## config.mk

```make
export PLATFORM = sky130hd
export DESIGN_NAME = value_frequency_table_mode_core
export DESIGN_NICKNAME = d
export VERILOG_FILES = /design/src/vft_pkg.sv /design/src/value_frequency_table_mode_core.sv
export SDC_FILE = /design/constraint.sdc
export NUM_CORES = 2
export LEC_CHECK = 0
export BUFFER_PORTS_ARGS = -buffer_cell sky130_fd_sc_hd__buf_2
export CAP_MARGIN = 20
export CORE_MARGIN = 3
export CORE_UTILIZATION = 60
export CTS_CLUSTER_SIZE = 25
export DETAILED_ROUTE_END_ITERATION = 10
export PLACE_DENSITY = 0.76
export RECOVER_POWER = 25
export SYNTH_ARGS = -nofsm -noshare
export SYNTH_HDL_FRONTEND = slang
export SYNTH_SLANG_ARGS = --single-unit
```

## constraint.sdc

```tcl
create_clock -name clk -period 13.7 [get_ports clk]
set_input_delay 2.74 -clock clk [delete_from_list [all_inputs] [get_ports clk]]
set_output_delay 2.74 -clock clk [all_outputs]
set_load 0.01 [all_outputs]
```

## src/vft_pkg.sv

```systemverilog
`timescale 1ns / 1ps

package vft_pkg;

  localparam int ENTRIES    = 64;
  localparam int VALUE_BITS = 32;
  localparam int COUNT_BITS = 31;
  localparam int IDX_BITS   = $clog2(ENTRIES);
  localparam int USED_BITS  = $clog2(ENTRIES + 1);

  localparam logic [1:0] KIND_ADD   = 2'd0;
  localparam logic [1:0] KIND_QUERY = 2'd1;
  localparam logic [1:0] KIND_CLEAR = 2'd2;

  typedef struct packed {
    logic [1:0]         kind;
    logic signed [31:0] sample_value;
  } vft_in_t;

  typedef struct packed {
    logic signed [31:0] mode_value;
    logic               mode_valid;
    logic [6:0]         distinct_count;
    logic               dropped_full;
  } vft_out_t;

endpackage

```

## src/value_frequency_table_mode_core.sv

```systemverilog
`timescale 1ns / 1ps
// an add walks the used entries until a match, then bumps the count or appends the
// value and presents the result; a query walks all used entries before its result;
// clear and unused kinds go straight to the result; one table entry is read per cycle
// one transaction at a time: a new one is not accepted until the last result is loaded
// into the output register, as the memories have a single read port and are walked in order
// reset: synchronous active low, empties the table; memory contents are not cleared
module value_frequency_table_mode_core (
  input  logic               clk,
  input  logic               rst_n,
  input  logic               in_valid,
  output logic               in_stall,
  input  vft_pkg::vft_in_t   in_data,
  output logic               out_valid,
  input  logic               out_stall,
  output vft_pkg::vft_out_t  out_data
);
  import vft_pkg::*;

  typedef enum logic [1:0] {
    ST_IDLE,
    ST_SCAN,
    ST_WRITE,
    ST_OUT
  } state_t;

  state_t                state_r;
  logic [1:0]            kind_r;
  logic [VALUE_BITS-1:0] sample_r;
  logic [USED_BITS-1:0]  used_r;
  logic [USED_BITS-1:0]  rd_idx_r;
  logic [USED_BITS-1:0]  cmp_idx_r;
  logic                  pipe_v_r;
  logic                  found_r;
  logic [IDX_BITS-1:0]   hit_idx_r;
  logic [COUNT_BITS-1:0] hit_cnt_r;
  logic [VALUE_BITS-1:0] best_v_r;
  logic [COUNT_BITS-1:0] best_c_r;
  logic                  dropped_r;
  logic                  out_valid_r;
  vft_out_t              out_data_r;

  logic [VALUE_BITS-1:0] value_mem [ENTRIES];
  logic [COUNT_BITS-1:0] count_mem [ENTRIES];
  logic [VALUE_BITS-1:0] val_q;
  logic [COUNT_BITS-1:0] cnt_q;

  logic                  rd_go;
  logic                  hit;
  logic                  wr_en;
  logic [IDX_BITS-1:0]   wr_addr;
  logic [VALUE_BITS-1:0] wr_val;
  logic [COUNT_BITS-1:0] wr_cnt;
  logic                  wr_val_en;
  logic                  out_load;

  assign in_stall  = (state_r != ST_IDLE);
  assign out_valid = out_valid_r;
  assign out_data  = out_data_r;

  assign rd_go    = (state_r == ST_SCAN) && (rd_idx_r < used_r);
  assign hit      = pipe_v_r && (kind_r == KIND_ADD) && (val_q == sample_r);
  assign out_load = (state_r == ST_OUT) && (!out_valid_r || !out_stall);

  // one write port: count bump on a match, or append of a new value
  always_comb begin
    wr_en     = 1'b0;
    wr_val_en = 1'b0;
    wr_addr   = hit_idx_r;
    wr_val    = sample_r;
    wr_cnt    = hit_cnt_r;
    if (state_r == ST_WRITE) begin
      if (found_r) begin
        wr_en = 1'b1;
        if (hit_cnt_r != {COUNT_BITS{1'b1}}) begin
          wr_cnt = hit_cnt_r + COUNT_BITS'(1);
        end
      end else if (used_r < USED_BITS'(ENTRIES)) begin
        wr_en     = 1'b1;
        wr_val_en = 1'b1;
        wr_addr   = used_r[IDX_BITS-1:0];
        wr_cnt    = COUNT_BITS'(1);
      end
    end
  end

  always_ff @(posedge clk) begin
    if (wr_en) begin
      count_mem[wr_addr] <= wr_cnt;
    end
    if (wr_val_en) begin
      value_mem[wr_addr] <= wr_val;
    end
    if (rd_go) begin
      val_q <= value_mem[rd_idx_r[IDX_BITS-1:0]];
      cnt_q <= count_mem[rd_idx_r[IDX_BITS-1:0]];
    end
  end

  always_ff @(posedge clk) begin
    if (!rst_n) begin
      state_r     <= ST_IDLE;
      used_r      <= '0;
      pipe_v_r    <= 1'b0;
      out_valid_r <= 1'b0;
    end else begin
      if (out_load) begin
        out_valid_r <= 1'b1;
      end else if (out_valid_r && !out_stall) begin
        out_valid_r <= 1'b0;
      end
      unique case (state_r)
        ST_IDLE: begin
          if (in_valid) begin
            kind_r    <= in_data.kind;
            sample_r  <= VALUE_BITS'(in_data.sample_value);
            rd_idx_r  <= '0;
            pipe_v_r  <= 1'b0;
            found_r   <= 1'b0;
            dropped_r <= 1'b0;
            if (in_data.kind == KIND_ADD || in_data.kind == KIND_QUERY) begin
              state_r <= ST_SCAN;
            end else begin
              if (in_data.kind == KIND_CLEAR) begin
                used_r <= '0;
              end
              state_r <= ST_OUT;
            end
          end
        end
        ST_SCAN: begin
          pipe_v_r  <= rd_go && !hit;
          cmp_idx_r <= rd_idx_r;
          if (rd_go) begin
            rd_idx_r <= rd_idx_r + USED_BITS'(1);
          end
          if (pipe_v_r && kind_r == KIND_QUERY) begin
            if (cmp_idx_r == '0 || cnt_q > best_c_r) begin
              best_v_r <= val_q;
              best_c_r <= cnt_q;
            end
          end
          if (hit) begin
            // stop the walk, the read still in flight is discarded
            found_r   <= 1'b1;
            hit_idx_r <= cmp_idx_r[IDX_BITS-1:0];
            hit_cnt_r <= cnt_q;
            state_r   <= ST_WRITE;
          end else if (!rd_go && !pipe_v_r) begin
            state_r <= (kind_r == KIND_ADD) ? ST_WRITE : ST_OUT;
          end
        end
        ST_WRITE: begin
          if (!found_r) begin
            if (used_r < USED_BITS'(ENTRIES)) begin
              used_r <= used_r + USED_BITS'(1);
            end else begin
              dropped_r <= 1'b1;
            end
          end
          state_r <= ST_OUT;
        end
        ST_OUT: begin
          if (out_load) begin
            out_data_r.distinct_count  <= 7'(used_r);
            out_data_r.dropped_full    <= dropped_r;
            if (kind_r == KIND_QUERY && used_r != '0) begin
              out_data_r.mode_value <= 32'($signed(best_v_r));
              out_data_r.mode_valid <= 1'b1;
            end else begin
              out_data_r.mode_value <= '0;
              out_data_r.mode_valid <= 1'b0;
            end
            state_r <= ST_IDLE;
          end
        end
        default: begin
          state_r <= ST_IDLE;
        end
      endcase
    end
  end

endmodule
```

## Word-level counts from Yosys, hierarchy flattened

Memories as Yosys holds them, arrays and structs flattened. A register that Yosys moved wholly into a read port is not among the register bits.
Index checks and enable logic that the tools add are counted.

- Register bits: 202
- Bits in writable memories: 4032
- Input port bits: 38
- Memories: 2

- Add/sub/neg operators: 3
- Order comparisons: 3
- Equal/unequal tests: 18
- Muxes and demuxes: 42
- Reduce and logical (&&, ||, !) cells: 37

Memories:

| memory | words | width | rd ports | clocked after memory_dff | write ports | line | source |
|---|---|---|---|---|---|---|---|
| value_mem | 64 | 32 | 1 | 1 | 1 | value_frequency_table_mode_core.sv:43 | `logic [VALUE_BITS-1:0] value_mem [ENTRIES];` |
| count_mem | 64 | 31 | 1 | 1 | 1 | value_frequency_table_mode_core.sv:44 | `logic [COUNT_BITS-1:0] count_mem [ENTRIES];` |

Operators by type and width:

| kind | number |
|---|---|
| two-way mux 31 bit | 4 |
| two-way mux 7 bit | 7 |
| equality test 32 bit | 1 |
| adder 31 x 1 -> 31 bit (second input constant) | 1 |
| greater-than comparator 31 bit | 1 |
| inequality test 31 bit (second input constant) | 1 |
| one-hot mux 7 bit (2 select lines) | 2 |
| two-way mux 6 bit | 3 |
| two-way mux 1 bit | 17 |
| inequality test 2 bit (second input constant) | 8 |
| adder 7 x 1 -> 7 bit (second input constant) | 2 |
| AND reduction 3 bit | 4 |
| AND reduction 4 bit | 3 |
| two-way mux 2 bit | 5 |
| logical AND 1 bit | 9 |
| one-hot mux 2 bit (4 select lines) | 1 |
| nonzero test 2 bit | 4 |
| zero test 7 bit | 1 |
| less-than comparator 7 bit | 1 |
| less-than comparator 7 bit (second input constant) | 1 |
| nonzero test 7 bit | 1 |
| equality test 2 x 1 -> 1 bit (second input constant) | 3 |
| equality test 2 bit (second input constant) | 3 |
| zero test 2 bit | 3 |
| other kinds (8) | 17 |

## Logic depth before layout (Yosys ltp)

- Word-level depth: 7
- Mapped depth: 11

## Worst setup path after synthesis

Ideal clock, no wire load.

- Path kind: input port to flip-flop
- From: input rst_n
- To: register best_c_r[0] (enable)
- Setup time: 0.505 ns
- Arrival: 6.415 ns
- Path slack: 6.780 ns
- Cell stages on the path: 5
- Buffers on the path: 1
- Cell sequence: clkbuf_1 > nand2_1 > nor3_1 > o21ai_0 > a21oi_1

- Cells in the longest elaborated chain, start to end: 1

Ends and longest elaborated chain:

| element | line | source |
|---|---|---|
| from (decl) | value_frequency_table_mode_core.sv:10 | `input logic rst_n,` |
| AND reduction 4 bit (no line) | n/a |  |
| to (signal assigned) | value_frequency_table_mode_core.sv:140 | `best_c_r <= cnt_q;` |
| to (decl) | value_frequency_table_mode_core.sv:38 | `logic [COUNT_BITS-1:0] best_c_r;` |

No other way between the ends.
A chain may end at the register's enable or synchronous reset.

## Worst setup path in the final report

- From: register rd_idx_r[0]
- To: register val_q[0], read port of value_mem, data pin

- Cells in the longest elaborated chain, start to end: 2

Ends and longest elaborated chain:

| element | line | source |
|---|---|---|
| from (decl) | value_frequency_table_mode_core.sv:31 | `logic [USED_BITS-1:0] rd_idx_r;` |
| from (signal assigned) | value_frequency_table_mode_core.sv:135 | `rd_idx_r <= rd_idx_r + USED_BITS'(1);` |
| less-than comparator 7 bit | value_frequency_table_mode_core.sv:61 | `assign rd_go = (state_r == ST_SCAN) && (rd_idx_r < used_r);` |
| logical AND 1 bit | value_frequency_table_mode_core.sv:61 |  |
| to (decl) | value_frequency_table_mode_core.sv:45 | `logic [VALUE_BITS-1:0] val_q;` |

Parallel ways exist; a longest one is shown, timed or not.

==> qor.yml <==
logic_synthesis:
  muxShareOfSynthArea_pct: 14.9
  ys.flop_type: "edfxtp_1"
  syn-num-nets: 7729
  ys_seq_elements: 4297
  synth_cells: 7646
  synth_area_per_cell_um2: 21.6
  yosysTopAreaCellShare_pct: 77.8
  synth_edf_count: 4286
  ys_top_cells_by_area: "edfxtp_1, mux4_2, mux2i_1"
  synth_xor_area_share_pct: 0.217
  synth-compound-area-share_pct: 2.86
  ys_top_cells_by_count: "edfxtp_1, mux4_2, mux2i_1"
  yosys_warnings: 0
  synthAdderAreaFrac_pct: 0.340
  async_reset_ff_share_pct: 0
  yosys.area_share.simple_pct: 2.26
  synth.distinct_cells: 70
  synth_top_area_cell: "edfxtp_1"
  ys_seq_area_share_pct: 77.9
  synth_top_family_by_area: "multiplexers"
  yosysMostFrequentCell: "edfxtp_1"
  synth.cell_area_mm2: 0.165
setup_path:
  r2r-start: "rd_idx_r[0]$_SDFFCE_PN0P_"
  path_max_fanout: 47
  crit_arrival_ns: 8.54
  end_kind: "flop"
  timing.critical_path.buf_inv: 3
  cp-start-kind: "flop"
  crit_chain: "clkbuf_1 -> buf_4 -> buf_4 -> mux4_2 -> a22oi_1 -> o21ai_1 -> a22oi_1 -> a21bo_1"
  cp_top_family: "buffers and inverters"
  reg2reg_depth: 8
  slowest_delay_ns: 2.83
  rr_endpoint: "val_q[0]$_DFFE_PP_"
  crit_required_ns: 14.39
  crit_type: "reg2reg"
  critPathSlowestCell: "clkbuf_1"
  r2r_slack_ns: 5.84
hold_path:
  hold_depth: 0
  holdCritPathClass: "reg2reg"
  worstHoldStart: "cmp_idx_r[2]$_DFFE_PP_"
  hold_end: "hit_idx_r[2]$_DFFE_PP_"
pwr:
  vdd_drop_max_mv: 0.143
  powerDensity_mw_per_mm2: 179
  internal-power_uw: 23800
  pwr-share-comb_pct: 20.5
  finalPower_uw: 33200
  clkPwrFrac_pct: 33.9
  p_seq_share_pct: 45.6
  p_sw_uw: 9450
  p_sw_share_pct: 28.4
  p_leak_uw: 0.0583
timing:
  period_minus_slack_ns: 7.86
  drv_slew: 2237
  maxSlewHeadroom_pct: -168
  setup_viol: 0
  rsz0062_at_grt: "no"
  setup_tns_ns: 0
  finClkSkew_ns: 0.0442
  post-route-period-util_pct: 57.4
  timing.hold.ws_ns: 0.457
  final_hold_viol_count: 0
  fmax_mhz: 127
  worstMarginPinSlew_ns: 4.02
route:
  drt_iter0_drc: 15200
  wl_per_cell_um: 38.8
  post-route-drc-count: 0
  first_pass_iters: 7
  antenna_left: 0
  via_per_inst: 7.24
  route.vias.total: 86900
  drt-total-wl_um: 465000
die:
  die_x_um: 531
  rows: 192
  start_util_pct: 60.4
  die-area_mm2: 0.282
  ios: 81
  fp.dieH_um: 531
  core_mm2: 0.274
clock_network:
  post_cts.repair.setup_buffers: 0
  ctsHoldBuffers: 0
  cts_tree: "yes"
  cts.repair.resized: 0
  cts_buffer_depth: 4
  clk_pin_slew_ns: 0.06
  clk_latency_ns: 0.96
  cts.sinks: 4297
  cts_max_level: 5
  clock_tree.root_cell: "clkbuf_16"
  cts_made_buffers: 416
grt:
  grt_start_max_net_pins: 109
  grt_pass1_wl_um: 650000
  grt_antenna_before_repair: 28
  grt_pass1_vias: 85400
  grt_overflow_total: 0
  grt_usage_pct: 33.1
layout:
  fin_area_mm2: 0.185
  fillers: 16100
  final_core_utilization_pct: 67.6
  drive_gt1_share_pct: 24.5
  nets: 8129
  area_growth_pct: 11.9
run_status:
  status: "finished with violations"
  failed_checks: "max-capacitance violations, max-slew violations"
job:
  drv_cap: 38
placement:
  placed_cell_area_mm2: 0.172
  dp_hpwl_um: 247000
  globalplace.congestion: 0.916
  io_buffer_count: 80
layout by cell type (no fill, tap or decap), types with 56 or more instances in the layout:
cell type and instances:
nor3_1 57, clkinv_2 73, nand3_1 84, mux2i_1 371, buf_4 258, nand2_1 243
a21oi_1 121, buf_2 80, clkbuf_1 137, o21ai_0 58, edfxtp_1 4286, clkbuf_16 427
nor2_1 111, o22ai_1 89, a221oi_1 56, nor2_4 132, o221ai_1 111, clkinv_1 95
mux4_2 922
cells by family (layout without fill, tap and decap cells):
logic type / count (synthesis) / count (layout)
AO/OA/AOI/OAI: 671 / 671
adder cells (fa/ha/maj): 45 / 45
other: 0 / 15
AND/OR/NAND/NOR: 820 / 820
multiplexers: 1304 / 1304
XOR/XNOR: 41 / 41
flip-flops: 4297 / 4297
buffers and inverters: 468 / 1215
power groups by stage:
stage / combinational [uW] / clock, uW / sequential, uW
global placement: 6390 / 0 / 15400
CTS: 6600 / 11300 / 15100
floorplan: 4060 / 0 / 15500
detailed placement: 6510 / 0 / 15400
global route: 7020 / 11800 / 15200
finish: 6800 / 11300 / 15200
per-layer routing:
| metal | share of wire, % | routed length [um] | track usage [%] | up-vias |
|---|---|---|---|---|
| met5 | 0.043 | 201 | 0.120 | - |
| met4 | 4.3 | 20200 | 12.8 | 26 |
| met3 | 17 | 80200 | 12.9 | 1147 |
| met2 | 45 | 207000 | 47.7 | 7979 |
| met1 | 34 | 157000 | 46.2 | 44700 |
| li1 | - | - | - | 33000 |
registers in the layout, summed over array words and instances (netlist names):
register and cells:
cnt_q 31, kind_r 2, state_r 2, value_mem 2048, hit_cnt_r 31, count_mem 1984
out_data 41, out_valid 1, found_r 1, best_v_r 32, rd_idx_r 7, best_c_r 31
dropped_r 1, val_q 32, cmp_idx_r 7, hit_idx_r 6, pipe_v_r 1, used_r 7
sample_r 32
per-stage QoR:
stage                     cells  worst slack, ns
final                     12000             5.84
after global routing      12000             5.44
after CTS                 12000             8.22
after detailed placement  11200             8.26
after global placement    11200             8.35
after floorplan            7646             6.78
layout make-up:
class	instances	area [um^2]	area share [%]
well taps	3589	4490	2.43
multi-input cells	2881	35400	19.1
diodes	15	37.5	0.0203
clock buffers	523	11000	5.97
flip-flops and latches	4297	129000	69.6
repair buffers	396	2790	1.51
inverters	54	218	0.118
clock inverters	242	2190	1.18
how the worst max path moves through the flow:
stage,slack (ns),from,endpoint,depth (start not counted)
5_1_grt,5.44,rd_idx_r[0]$_SDFFCE_PN0P_,val_q[23]$_DFFE_PP_,7
2_1_floorplan,6.78,rst_n,best_c_r[0]$_DFFE_PP_,5
6_report,5.84,rd_idx_r[0]$_SDFFCE_PN0P_,val_q[0]$_DFFE_PP_,8
3_3_place_gp,8.35,rd_idx_r[0]$_SDFFCE_PN0P_,val_q[24]$_DFFE_PP_,7
4_1_cts,8.22,rd_idx_r[0]$_SDFFCE_PN0P_,val_q[24]$_DFFE_PP_,7
3_5_place_dp,8.26,rd_idx_r[0]$_SDFFCE_PN0P_,val_q[24]$_DFFE_PP_,7
(Power assumes the default switching activity.)
